==> src/coordinate_triple_text_parser_assert.svh <==
// Assertion macros used by the ctpp_back module of the coordinate triple text parser.
`ifndef COORDINATE_TRIPLE_TEXT_PARSER_ASSERT_SVH
`define COORDINATE_TRIPLE_TEXT_PARSER_ASSERT_SVH
`ifndef SYNTH
`define CTPP_ASSERT_NOW(lbl, clk, rst_n, ante, cons) \
lbl: assert property (@(posedge clk) disable iff (!rst_n) (ante) |-> (cons)) \
	else $error("ctpp assertion failed");
`define CTPP_ASSERT_NEXT(lbl, clk, rst_n, ante, cons) \
lbl: assert property (@(posedge clk) disable iff (!rst_n) (ante) |=> (cons)) \
	else $error("ctpp assertion failed");
`else
`define CTPP_ASSERT_NOW(lbl, clk, rst_n, ante, cons)
`define CTPP_ASSERT_NEXT(lbl, clk, rst_n, ante, cons)
`endif
`endif

==> src/ctpp_pkg.sv <==
// Types, constants and tables of the coordinate triple text parser.
package ctpp_pkg;

	localparam int FRACTION_DIGITS    = 6;
	localparam int MAX_INTEGER_DIGITS = 18;

	localparam int CHAR_W   = 8;
	localparam int STATUS_W = 3;
	localparam int VALUE_W  = 46;
	localparam int INT_W    = 26;
	localparam int FRAC_W   = 30;
	localparam int ICNT_W   = 5;
	localparam int FCNT_W   = 4;
	localparam int HLIM_W   = 25;
	localparam int VLIM_W   = 26;
	localparam int PROD_W   = INT_W + FRAC_W;

	localparam int QDEPTH = 4;
	localparam int QPTR_W = 2;
	localparam int QCNT_W = 3;

	localparam int PADDR_W = 4;
	localparam int PDATA_W = 32;

	localparam logic [INT_W-1:0] ACC_MAX = '1;

	localparam logic [FRAC_W-1:0] POW10 [0:9] = '{
		30'd1, 30'd10, 30'd100, 30'd1000, 30'd10000, 30'd100000,
		30'd1000000, 30'd10000000, 30'd100000000, 30'd1000000000
	};
	localparam logic [FRAC_W-1:0] SCALE = POW10[FRACTION_DIGITS];

	localparam logic [HLIM_W-1:0] HLIM_RESET = 25'd32000000;
	localparam logic [VLIM_W-1:0] VMIN_RESET = 26'd1;
	localparam logic [VLIM_W-1:0] VMAX_RESET = 26'd254;

	typedef enum logic [1:0] {
		REG_HLIMIT = 2'd0,
		REG_VMIN   = 2'd1,
		REG_VMAX   = 2'd2
	} ctpp_reg_t;

	typedef enum logic [2:0] {
		ST_OK            = 3'd0,
		ST_FIRST_MISSING = 3'd1,
		ST_LATER_MISSING = 3'd2,
		ST_NO_SEP        = 3'd3,
		ST_EXTRA         = 3'd4,
		ST_XZ_RANGE      = 3'd5,
		ST_Y_RANGE       = 3'd6
	} ctpp_status_t;

	typedef enum logic [2:0] {
		CH_SPACE,
		CH_DIGIT,
		CH_SIGN,
		CH_POINT,
		CH_COMMA,
		CH_END,
		CH_OTHER
	} ctpp_class_t;

	typedef enum logic [3:0] {
		PH_LEAD,
		PH_SIGN,
		PH_NEED,
		PH_INT,
		PH_FRAC_NEED,
		PH_FRAC,
		PH_AFTER,
		PH_SEP_PRE,
		PH_SEP_POST,
		PH_ERROR
	} ctpp_phase_t;

	typedef struct packed {
		ctpp_class_t cls;
		logic [3:0]  digit;
		logic        minus;
	} ctpp_item_t;

	typedef struct packed {
		logic              neg;
		logic [INT_W-1:0]  mag_int;
		logic [FRAC_W-1:0] frac;
	} ctpp_num_t;

	typedef struct packed {
		ctpp_status_t    status;
		ctpp_num_t [2:0] nums;
	} ctpp_result_t;

	typedef struct packed {
		logic        [HLIM_W-1:0] hlimit;
		logic signed [VLIM_W-1:0] vmin;
		logic signed [VLIM_W-1:0] vmax;
	} ctpp_limits_t;

endpackage

==> src/ctpp_channels.sv <==
// Handshake channel interfaces for characters in and coordinate results out.
interface ctpp_char_if;
	import ctpp_pkg::*;
	logic              valid;
	logic              ready;
	logic [CHAR_W-1:0] char_code;
	modport source (output valid, output char_code, input ready);
	modport sink (input valid, input char_code, output ready);
endinterface

interface ctpp_coord_if;
	import ctpp_pkg::*;
	logic                       valid;
	logic                       ready;
	logic        [STATUS_W-1:0] status;
	logic signed [VALUE_W-1:0]  x_value;
	logic signed [VALUE_W-1:0]  y_value;
	logic signed [VALUE_W-1:0]  z_value;
	modport source (output valid, output status, output x_value, output y_value,
		output z_value, input ready);
	modport sink (input valid, input status, input x_value, input y_value,
		input z_value, output ready);
endinterface

==> src/ctpp_front.sv <==
// Character classifier and the item queue that feeds the parser.
module ctpp_front (
	input  logic                clk,
	input  logic                arst_n,
	ctpp_char_if.sink           chars,
	output logic                item_valid,
	output ctpp_pkg::ctpp_item_t item,
	input  logic                item_ready
);
	import ctpp_pkg::*;

	ctpp_item_t          queue_q [QDEPTH];
	logic [QPTR_W-1:0]   wr_ptr_q;
	logic [QPTR_W-1:0]   rd_ptr_q;
	logic [QCNT_W-1:0]   count_q;
	ctpp_item_t          cls_item;
	logic                push;
	logic                pop;

	always_comb begin
		cls_item.digit = 4'(chars.char_code - 8'h30);
		cls_item.minus = (chars.char_code == 8'h2D);
		if (chars.char_code == 8'h20 || chars.char_code == 8'h09 ||
			chars.char_code == 8'h0A || chars.char_code == 8'h0D) begin
			cls_item.cls = CH_SPACE;
		end else if (chars.char_code >= 8'h30 && chars.char_code <= 8'h39) begin
			cls_item.cls = CH_DIGIT;
		end else if (chars.char_code == 8'h2B || chars.char_code == 8'h2D) begin
			cls_item.cls = CH_SIGN;
		end else if (chars.char_code == 8'h2E) begin
			cls_item.cls = CH_POINT;
		end else if (chars.char_code == 8'h2C) begin
			cls_item.cls = CH_COMMA;
		end else if (chars.char_code == 8'h00) begin
			cls_item.cls = CH_END;
		end else begin
			cls_item.cls = CH_OTHER;
		end
	end

	assign chars.ready = (count_q != QCNT_W'(QDEPTH));
	assign push        = chars.valid && chars.ready;
	assign item_valid  = (count_q != '0);
	assign pop         = item_valid && item_ready;
	assign item        = queue_q[rd_ptr_q];

	always_ff @(posedge clk) begin
		if (push) begin
			queue_q[wr_ptr_q] <= cls_item;
		end
	end

	always_ff @(posedge clk or negedge arst_n) begin
		if (!arst_n) begin
			wr_ptr_q <= '0;
			rd_ptr_q <= '0;
			count_q  <= '0;
		end else begin
			if (push) begin
				wr_ptr_q <= wr_ptr_q + 1'b1;
			end
			if (pop) begin
				rd_ptr_q <= rd_ptr_q + 1'b1;
			end
			if (push && !pop) begin
				count_q <= count_q + 1'b1;
			end else if (pop && !push) begin
				count_q <= count_q - 1'b1;
			end
		end
	end
endmodule

==> src/ctpp_back.sv <==
// Parser state machine that turns classified items into number parts and status.
`include "coordinate_triple_text_parser_assert.svh"
module ctpp_back (
	input  logic                  clk,
	input  logic                  arst_n,
	input  logic                  item_valid,
	input  ctpp_pkg::ctpp_item_t  item,
	output logic                  item_ready,
	input  ctpp_pkg::ctpp_limits_t limits,
	output logic                  emit,
	output ctpp_pkg::ctpp_result_t result,
	input  logic                  res_ready
);
	import ctpp_pkg::*;

	ctpp_phase_t       phase_q, phase_d;
	logic [1:0]        idx_q, idx_d;
	ctpp_status_t      err_q, err_d;
	logic              neg_q, neg_d;
	logic [INT_W-1:0]  int_q, int_d;
	logic              big_q, big_d;
	logic [ICNT_W-1:0] icnt_q, icnt_d;
	logic [FRAC_W-1:0] frac_q, frac_d;
	logic [FCNT_W-1:0] fcnt_q, fcnt_d;
	ctpp_num_t         x_q, x_d, y_q, y_d;
	logic [1:0]        rf_q, rf_d;
	logic              step;

	assign item_ready = (item.cls != CH_END) || res_ready;
	assign step       = item_valid && item_ready;

	always_comb begin
		logic [FRAC_W-1:0]      nxt;
		logic signed [INT_W:0]  ls;
		logic signed [INT_W:0]  vmin_x;
		logic signed [INT_W:0]  vmax_x;
		logic                   fz;
		logic                   lo_fail;
		logic                   hi_fail;
		logic                   finish;
		ctpp_status_t           miss;
		ctpp_num_t              cur;
		phase_d = phase_q;
		idx_d   = idx_q;
		err_d   = err_q;
		neg_d   = neg_q;
		int_d   = int_q;
		big_d   = big_q;
		icnt_d  = icnt_q;
		frac_d  = frac_q;
		fcnt_d  = fcnt_q;
		x_d     = x_q;
		y_d     = y_q;
		rf_d    = rf_q;
		finish  = 1'b0;
		nxt     = '0;
		miss    = (idx_q == 2'd0) ? ST_FIRST_MISSING : ST_LATER_MISSING;
		emit    = 1'b0;
		result  = '0;

		if (phase_d == PH_LEAD && item.cls != CH_SPACE) begin
			phase_d = PH_SIGN;
		end
		if (phase_d == PH_SEP_PRE && item.cls != CH_SPACE && item.cls != CH_COMMA &&
			idx_d != 2'd3) begin
			phase_d = PH_SIGN;
		end
		if (phase_d == PH_SEP_POST && item.cls != CH_SPACE && idx_d != 2'd3) begin
			phase_d = PH_SIGN;
		end

		if (phase_d == PH_SIGN) begin
			neg_d  = 1'b0;
			int_d  = '0;
			big_d  = 1'b0;
			icnt_d = '0;
			frac_d = '0;
			fcnt_d = '0;
		end

		case (phase_d)
			PH_SIGN: begin
				if (item.cls == CH_SIGN) begin
					neg_d   = item.minus;
					phase_d = PH_NEED;
				end else if (item.cls == CH_DIGIT) begin
					phase_d = PH_INT;
				end else begin
					if (err_d == ST_OK) err_d = miss;
					phase_d = PH_ERROR;
				end
			end
			PH_NEED: begin
				if (item.cls == CH_DIGIT) begin
					phase_d = PH_INT;
				end else begin
					if (err_d == ST_OK) err_d = miss;
					phase_d = PH_ERROR;
				end
			end
			PH_INT: begin
				if (item.cls == CH_POINT) begin
					phase_d = PH_FRAC_NEED;
				end else if (item.cls != CH_DIGIT) begin
					finish = 1'b1;
				end
			end
			PH_FRAC_NEED: begin
				if (item.cls == CH_DIGIT) begin
					phase_d = PH_FRAC;
				end else begin
					if (err_d == ST_OK) err_d = miss;
					phase_d = PH_ERROR;
				end
			end
			PH_FRAC: begin
				if (item.cls != CH_DIGIT) begin
					finish = 1'b1;
				end
			end
			PH_SEP_PRE: begin
				if (item.cls == CH_COMMA) begin
					phase_d = PH_SEP_POST;
				end else if (item.cls != CH_SPACE && item.cls != CH_END) begin
					if (err_d == ST_OK) err_d = ST_EXTRA;
					phase_d = PH_ERROR;
				end
			end
			PH_SEP_POST: begin
				if (item.cls != CH_SPACE) begin
					if (err_d == ST_OK) err_d = ST_EXTRA;
					phase_d = PH_ERROR;
				end
			end
			default: begin
			end
		endcase

		if (item.cls == CH_DIGIT && phase_d == PH_INT) begin
			icnt_d = icnt_d + 1'b1;
			if (icnt_d > ICNT_W'(MAX_INTEGER_DIGITS)) begin
				if (err_d == ST_OK) err_d = miss;
				phase_d = PH_ERROR;
			end else if (!big_d) begin
				nxt = FRAC_W'(int_d) * FRAC_W'(10) + FRAC_W'(item.digit);
				if (nxt > FRAC_W'(ACC_MAX)) begin
					big_d = 1'b1;
				end else begin
					int_d = INT_W'(nxt);
				end
			end
		end
		if (item.cls == CH_DIGIT && phase_d == PH_FRAC &&
			fcnt_d < FCNT_W'(FRACTION_DIGITS)) begin
			frac_d = frac_d + FRAC_W'(FRAC_W'(item.digit) *
				POW10[FCNT_W'(FRACTION_DIGITS - 1) - fcnt_d]);
			fcnt_d = fcnt_d + 1'b1;
		end

		fz      = (frac_d != '0);
		ls      = neg_d ? -$signed({1'b0, int_d}) : $signed({1'b0, int_d});
		vmin_x  = (INT_W+1)'(limits.vmin);
		vmax_x  = (INT_W+1)'(limits.vmax);
		lo_fail = (neg_d && fz) ? (ls <= vmin_x) : (ls < vmin_x);
		hi_fail = (!neg_d && fz) ? (ls >= vmax_x) : (ls > vmax_x);
		cur     = '{neg: neg_d, mag_int: int_d, frac: frac_d};

		if (finish) begin
			if (idx_d == 2'd1) begin
				if (big_d || lo_fail || hi_fail) rf_d[1] = 1'b1;
			end else begin
				if (big_d || int_d > INT_W'(limits.hlimit) ||
					(int_d == INT_W'(limits.hlimit) && fz)) begin
					rf_d[0] = 1'b1;
				end
			end
			if (idx_d == 2'd0) x_d = cur;
			if (idx_d == 2'd1) y_d = cur;
			if (idx_d != 2'd3) idx_d = idx_d + 1'b1;
			phase_d = PH_AFTER;
		end

		if (phase_d == PH_AFTER) begin
			if (item.cls == CH_SPACE) begin
				phase_d = PH_SEP_PRE;
			end else if (item.cls == CH_COMMA) begin
				phase_d = PH_SEP_POST;
			end else if (idx_d != 2'd3) begin
				if (err_d == ST_OK) err_d = ST_NO_SEP;
				phase_d = PH_ERROR;
			end else if (item.cls != CH_END) begin
				if (err_d == ST_OK) err_d = ST_EXTRA;
				phase_d = PH_ERROR;
			end
		end

		if (item.cls == CH_END) begin
			emit          = step;
			result.status = err_d;
			if (err_d == ST_OK && rf_d[0]) begin
				result.status = ST_XZ_RANGE;
			end else if (err_d == ST_OK && rf_d[1]) begin
				result.status = ST_Y_RANGE;
			end
			result.nums[0] = x_d;
			result.nums[1] = y_d;
			result.nums[2] = cur;
			phase_d = PH_LEAD;
			idx_d   = '0;
			err_d   = ST_OK;
			neg_d   = 1'b0;
			int_d   = '0;
			big_d   = 1'b0;
			icnt_d  = '0;
			frac_d  = '0;
			fcnt_d  = '0;
			x_d     = '0;
			y_d     = '0;
			rf_d    = '0;
		end
	end

	always_ff @(posedge clk or negedge arst_n) begin
		if (!arst_n) begin
			phase_q <= PH_LEAD;
			idx_q   <= '0;
			err_q   <= ST_OK;
			neg_q   <= 1'b0;
			int_q   <= '0;
			big_q   <= 1'b0;
			icnt_q  <= '0;
			frac_q  <= '0;
			fcnt_q  <= '0;
			x_q     <= '0;
			y_q     <= '0;
			rf_q    <= '0;
		end else if (step) begin
			phase_q <= phase_d;
			idx_q   <= idx_d;
			err_q   <= err_d;
			neg_q   <= neg_d;
			int_q   <= int_d;
			big_q   <= big_d;
			icnt_q  <= icnt_d;
			frac_q  <= frac_d;
			fcnt_q  <= fcnt_d;
			x_q     <= x_d;
			y_q     <= y_d;
			rf_q    <= rf_d;
		end
	end

	`CTPP_ASSERT_NOW(a_error_parks, clk, arst_n, err_q != ST_OK, phase_q == PH_ERROR)
	`CTPP_ASSERT_NEXT(a_end_restarts, clk, arst_n, emit, phase_q == PH_LEAD && idx_q == 2'd0)
	`CTPP_ASSERT_NOW(a_emit_has_room, clk, arst_n, emit, res_ready && item.cls == CH_END)
endmodule

==> src/ctpp_result.sv <==
// Result pipeline: scales number parts to fixed point and holds the output item.
module ctpp_result (
	input  logic                   clk,
	input  logic                   arst_n,
	input  logic                   emit,
	input  ctpp_pkg::ctpp_result_t result,
	output logic                   res_ready,
	ctpp_coord_if.source           coords
);
	import ctpp_pkg::*;

	logic                     v_s1;
	ctpp_status_t             status_s1;
	logic [2:0]               neg_s1;
	logic [VALUE_W-1:0]       prod_s1 [3];
	logic [FRAC_W-1:0]        frac_s1 [3];
	logic                     v_s2;
	ctpp_status_t             status_s2;
	logic signed [VALUE_W-1:0] val_s2 [3];
	logic                     adv2;
	logic                     adv1;

	assign adv2      = !v_s2 || coords.ready;
	assign adv1      = v_s1 && adv2;
	assign res_ready = !v_s1 || adv2;

	always_ff @(posedge clk) begin
		if (emit && res_ready) begin
			status_s1 <= result.status;
			for (int k = 0; k < 3; k++) begin
				neg_s1[k]  <= result.nums[k].neg;
				prod_s1[k] <= VALUE_W'(PROD_W'(result.nums[k].mag_int) * PROD_W'(SCALE));
				frac_s1[k] <= result.nums[k].frac;
			end
		end
		if (adv1) begin
			status_s2 <= status_s1;
			for (int k = 0; k < 3; k++) begin
				if (status_s1 != ST_OK) begin
					val_s2[k] <= '0;
				end else if (neg_s1[k]) begin
					val_s2[k] <= -$signed(prod_s1[k] + VALUE_W'(frac_s1[k]));
				end else begin
					val_s2[k] <= $signed(prod_s1[k] + VALUE_W'(frac_s1[k]));
				end
			end
		end
	end

	always_ff @(posedge clk or negedge arst_n) begin
		if (!arst_n) begin
			v_s1 <= 1'b0;
			v_s2 <= 1'b0;
		end else begin
			if (res_ready) begin
				v_s1 <= emit;
			end
			if (adv2) begin
				v_s2 <= v_s1;
			end
		end
	end

	assign coords.valid   = v_s2;
	assign coords.status  = status_s2;
	assign coords.x_value = val_s2[0];
	assign coords.y_value = val_s2[1];
	assign coords.z_value = val_s2[2];
endmodule

==> src/coordinate_triple_text_parser.sv <==
// Top level of the coordinate triple text parser with its register port.
//  channel  | dir | handshake     | payload
//  chars    | in  | valid / ready | char_code[7:0]
//  coords   | out | valid / ready | status[2:0], x_value, y_value, z_value[45:0]
//  apb      | in  | psel/penable  | paddr[3:0], pwdata/prdata[31:0]
// One character is taken every cycle while the four-entry item queue has room.
// The parser consumes one queued item per cycle unless a terminator must wait;
// a result passes from its terminating character through the item queue and the
// two-stage scaling multiplier pipeline. A waiting result stalls only terminators.
// Reset clears all control state at once; there is no clearing pass.
module coordinate_triple_text_parser (
	input  logic                          clk,
	input  logic                          arst_n,
	ctpp_char_if.sink                     chars,
	ctpp_coord_if.source                  coords,
	input  logic                          psel,
	input  logic                          penable,
	input  logic                          pwrite,
	input  logic [ctpp_pkg::PADDR_W-1:0]  paddr,
	input  logic [ctpp_pkg::PDATA_W-1:0]  pwdata,
	output logic [ctpp_pkg::PDATA_W-1:0]  prdata,
	output logic                          pready
);
	import ctpp_pkg::*;

	ctpp_limits_t limits_q;
	logic         item_valid;
	ctpp_item_t   item;
	logic         item_ready;
	logic         emit;
	ctpp_result_t result;
	logic         res_ready;
	logic         wr_en;

	assign pready = 1'b1;
	assign wr_en  = psel && penable && pwrite && pready;

	always_ff @(posedge clk or negedge arst_n) begin
		if (!arst_n) begin
			limits_q.hlimit <= HLIM_RESET;
			limits_q.vmin   <= VMIN_RESET;
			limits_q.vmax   <= VMAX_RESET;
		end else if (wr_en) begin
			case (paddr[3:2])
				REG_HLIMIT: limits_q.hlimit <= pwdata[HLIM_W-1:0];
				REG_VMIN:   limits_q.vmin   <= pwdata[VLIM_W-1:0];
				REG_VMAX:   limits_q.vmax   <= pwdata[VLIM_W-1:0];
				default: begin
				end
			endcase
		end
	end

	always_comb begin
		case (paddr[3:2])
			REG_HLIMIT: prdata = PDATA_W'(limits_q.hlimit);
			REG_VMIN:   prdata = PDATA_W'(limits_q.vmin);
			REG_VMAX:   prdata = PDATA_W'(limits_q.vmax);
			default:    prdata = '0;
		endcase
	end

	ctpp_front u_front (
		.clk        (clk),
		.arst_n     (arst_n),
		.chars      (chars),
		.item_valid (item_valid),
		.item       (item),
		.item_ready (item_ready)
	);

	ctpp_back u_back (
		.clk        (clk),
		.arst_n     (arst_n),
		.item_valid (item_valid),
		.item       (item),
		.item_ready (item_ready),
		.limits     (limits_q),
		.emit       (emit),
		.result     (result),
		.res_ready  (res_ready)
	);

	ctpp_result u_result (
		.clk       (clk),
		.arst_n    (arst_n),
		.emit      (emit),
		.result    (result),
		.res_ready (res_ready),
		.coords    (coords)
	);
endmodule
==> src/flat_wrapper.sv <==
// flat-port wrapper written by rule: the top's interface ports become plain ports
module coordinate_triple_text_parser_flat import ctpp_pkg::*;
  (clk, arst_n, psel, penable, pwrite, paddr, pwdata, prdata, pready, chars_valid, chars_char_code, chars_ready, coords_valid, coords_status, coords_x_value, coords_y_value, coords_z_value, coords_ready);
  ctpp_char_if chars_i ();
  ctpp_coord_if coords_i ();
  input  logic clk;
  input  logic arst_n;
  input  logic psel;
  input  logic penable;
  input  logic pwrite;
  input  logic [ctpp_pkg::PADDR_W-1:0] paddr;
  input  logic [ctpp_pkg::PDATA_W-1:0] pwdata;
  output logic [ctpp_pkg::PDATA_W-1:0] prdata;
  output logic pready;
  input wire logic [$bits(chars_i.valid)-1:0] chars_valid;
  input wire logic [$bits(chars_i.char_code)-1:0] chars_char_code;
  output wire logic [$bits(chars_i.ready)-1:0] chars_ready;
  output wire logic [$bits(coords_i.valid)-1:0] coords_valid;
  output wire logic [$bits(coords_i.status)-1:0] coords_status;
  output wire logic [$bits(coords_i.x_value)-1:0] coords_x_value;
  output wire logic [$bits(coords_i.y_value)-1:0] coords_y_value;
  output wire logic [$bits(coords_i.z_value)-1:0] coords_z_value;
  input wire logic [$bits(coords_i.ready)-1:0] coords_ready;
  assign chars_i.valid = chars_valid;
  assign chars_i.char_code = chars_char_code;
  assign chars_ready = chars_i.ready;
  assign coords_valid = coords_i.valid;
  assign coords_status = coords_i.status;
  assign coords_x_value = coords_i.x_value;
  assign coords_y_value = coords_i.y_value;
  assign coords_z_value = coords_i.z_value;
  assign coords_i.ready = coords_ready;
  coordinate_triple_text_parser u_core (.clk(clk), .arst_n(arst_n), .chars(chars_i), .coords(coords_i), .psel(psel), .penable(penable), .pwrite(pwrite), .paddr(paddr), .pwdata(pwdata), .prdata(prdata), .pready(pready));
endmodule
==> config.mk <==
export PLATFORM = sky130hd
export DESIGN_NAME = coordinate_triple_text_parser_flat
export DESIGN_NICKNAME = d
export VERILOG_FILES = /design/src/ctpp_pkg.sv /design/src/ctpp_channels.sv /design/src/ctpp_front.sv /design/src/ctpp_back.sv /design/src/ctpp_result.sv /design/src/coordinate_triple_text_parser.sv /design/src/flat_wrapper.sv
export VERILOG_INCLUDE_DIRS = /design/src /design/src/src
export SDC_FILE = /design/constraint.sdc
export NUM_CORES = 2
export LEC_CHECK = 0
export BUFFER_PORTS_ARGS = -buffer_cell sky130_fd_sc_hd__buf_2
export CAP_MARGIN = 25
export CORE_MARGIN = 2
export CORE_UTILIZATION = 40
export DETAILED_ROUTE_END_ITERATION = 7
export GPL_TIMING_DRIVEN = 0
export SYNTH_ARGS = -nofsm -noshare
export SYNTH_HDL_FRONTEND = slang
export SYNTH_HIERARCHICAL = 1
export SYNTH_SLANG_ARGS = --single-unit
==> constraint.sdc <==
create_clock -name clk -period 21.8 [get_ports clk]
set_input_delay 0 -clock clk [delete_from_list [all_inputs] [get_ports clk]]
set_output_delay 0 -clock clk [all_outputs]
set_load 0.03 [all_outputs]
==> flow_summary.ini <==
[run_status]
status = completed

[finish]
fill_cells = 14893
finalInstanceArea_um2 = 71100
num-nets-final = 8139
drive_above_1_share_pct = 9.94
layout.cells.most_common = inv_1
syn_to_final_growth_pct = 12.7
final_cell_mix = 706 x inv_1, 648 x ha_1, 584 x nor2_1, 478 x nand2_1, 400 x fa_1

[timing]
setup_viol = 0
max_clock_freq_ghz = 0.0541
period_needed_ps = 18470
fin_crit_sh_pct = 84.7
hold_violations = 0
fin_tns_setup_ps = 0
fin_skew_ps = 71.0
rsz0062_at_grt = false
worst_pin_slew_ps = 1210
slew_headroom_pct = 19.6
drv_slew = 0

[floorplan]
io_pins = 227
fp.coreArea_um2 = 156000
core.rowCount = 145
die_h_um = 401
die_w_um = 401
start_util_pct = 40.3
die_area_um2 = 161000

[synthesis]
synthArstFlopShare_pct = 41.7
syn_inst = 6621
synth_top_family_by_area = adder cells
yosys.area_share.simple_pct = 14.5
yosysWarnings = 6
syn_nets = 7720
syn_avg_cell_area_um2 = 9.53
synthesis.area_um2 = 63100
ys.flop_type = edfxtp_1
synth_xor_xnor_area_share_pct = 5.44
synth_compound_area_share_pct = 15.6
yosys.cell_types.count = 121
synth_mux_area_share_pct = 3.28
seq_area_frac_synth_pct = 29.6
synth_fa_ha_area_share_pct = 25.5
synth-seq-cells = 667
synth_edf_count = 389

[drt]
first_iter_violations = 4343
antenna_left = 0
vias_per_cell = 5.55
drt_first_pass_iters = 6
routed_wl_um = 186000
vias = 50887
drc = 0
drt-wirelength-per-cell_um = 20.3

[placed_design]
placed_area_um2 = 67700
io_buffers = 217
dp.final_hpwl_um = 150000
globalplace.congestion = 0.958

[clock_network]
ctsRootBufferMaster = clkbuf_16
cts_buffers = 82
clock_sinks = 667
path_clk_slew_ps = 60
cts-resized-gates = 0
htreeDepth = 3
clkLatencyLatePin_ps = 740
cts_buffer_depth = 3
cts_tree = built

[critical_path]
max_stage_delay_ps = 750
cp_num_buf_inv = 15
critPathKind = flip-flop to flip-flop
worstSetupStartpointType = flip-flop
critPathMostFrequentCell = clkbuf_1
critPathRequiredTime_ps = 22230
arrival_ps = 18900
end_kind = flip-flop
crit_slowest_cell = mux2i_2
crit_family = buffers and inverters
path_depth = 50
cp_max_fo = 10
r2r_cells = 50

[pwr]
p_leak_nw = 33.3
power.total_mw = 6.96
ir_drop_uv = 104
power_density_nw_per_um2 = 97.9

[worst_hold_path]
hold_depth = 3
hold_path.class = primary input to flip-flop

[global_route]
antenna_found_initial = 8
grt_pass1_vias = 49768
track_usage_pct = 22.8
grt_overflow = 0
grt_max_degree = 113
grt_pass1_wl_um = 289000

[flow_run]
drv_cap = 0
## synthesized netlist by cell type, drive strengths merged, types with 25 or more instances
cell type,n,area share [%]
nand2b,50,0.50
nor2b,52,0.52
and2,119,1.2
a22o,64,0.89
buf,43,0.49
nand2,478,2.8
fa,400,13
o31ai,45,0.54
o21bai,33,0.39
or2,29,0.29
a21oi,292,2.3
or4,25,0.33
o211ai,31,0.37
edfxtp,389,19
or3,52,0.52
xnor2,238,3.3
nand4,44,0.44
o21a,59,0.70
o21ai,374,3.0
xor2,154,2.1
dfrtp,263,10
nand3,124,0.99
a31oi,46,0.48
nor4,33,0.40
ha,648,13
a211oi,138,1.7
clkbuf,216,1.3
nor2,586,3.5
inv,712,4.2
and3,70,0.70
nor3,149,1.2
a21o,144,1.7
mux2,93,1.8
mux2i,76,1.2
## state kept, by name, indices dropped and copies added (netlist names), 4 cells and up
| register | flops |
|---|---|
| u_core/limits_q | 77 |
| u_core/u_back/fcnt_q | 4 |
| u_core/u_back/frac_q | 30 |
| u_core/u_back/icnt_q | 5 |
| u_core/u_back/int_q | 26 |
| u_core/u_back/phase_q | 4 |
| u_core/u_back/x_q | 57 |
| u_core/u_back/y_q | 57 |
| u_core/u_front/queue_q | 32 |
| u_core/u_result/frac_s1 | 90 |
| u_core/u_result/prod_s1 | 120 |
| u_core/u_result/val_s2 | 138 |
## what timing repair did
action | 4_1_cts | 5_1_grt
hold endpoints to repair | 341 | 0
hold buffers | 50 | 0
buffers inserted | 0 | 0
## cells by family after synthesis
| group | Yosys count |
|---|---|
| adders and majority gates | 1048 |
| DFF | 667 |
| muxes | 177 |
| and+or+nand+nor | 1892 |
| buffers and inverters | 974 |
| xor gates and xnor gates | 392 |
| other | 1 |
| AOI/OAI and AO/OA | 1470 |
## layout make-up
type,count,area [um2],area share [%]
Multi-Input combinational cell,4980,40800,57.4
Sequential cell,667,18700,26.2
Inverter,715,2680,3.78
Tap cell,2058,2570,3.62
Timing Repair Buffer,335,2350,3.30
Clock buffer,106,2230,3.14
Buffer,259,1120,1.58
Clock inverter,44,644,0.906
Antenna cell,2,5.00,0.00704
## worst min-delay path, stage by stage
cell and delay, ps:
dlygate4sd3_1 530, buf_2 110, mux2_2 130
## through the flow
stage / instances / utilization, % / setup WS [ps] / hold slack (ps)
floorplan: 6621 / - / 7850 / -296
global placement: 8896 / 42.7 / 2830 / 253
detailed placement: 8961 / 43.3 / 3550 / 59.2
CTS: 9161 / 45.4 / 3500 / 27.0
global route: 9164 / 45.5 / 2350 / 88.2
finish: 9166 / 45.5 / 3330 / 101
## path summary, 6_finish.rpt
path	from	end	slack (ps)
setup / recovery	u_core/u_front/rd_ptr_q[0]	u_core/u_result/prod_s1[0][79]	3330
hold / removal	pwdata[25]	u_core/limits_q[51]	100
setup reg to reg	u_core/u_front/rd_ptr_q[0]	u_core/u_result/prod_s1[0][79]	3330
hold reg to reg	u_core/u_back/frac_q[27]	u_core/u_back/frac_q[27]	470
max in group asynchronous	arst_n	u_core/u_back/frac_q[27]	20330
min in group asynchronous	arst_n	u_core/limits_q[76]	480
## where the power goes
part           internal [mW]  switching (mW)
clock network          0.836           0.591
logic                   1.25            2.50
registers               1.65           0.141
## routing by layer
metal / vias to the layer above / part of all wire, % / track usage, %
met5: - / 0.0065 / 0
met4: 2 / 3.6 / 7.76
met3: 279 / 6.1 / 3.38
met2: 1632 / 45 / 36.3
met1: 24866 / 45 / 31.6
li1: 24108 / - / -
Note: power is estimated with default switching activity, not from simulation.
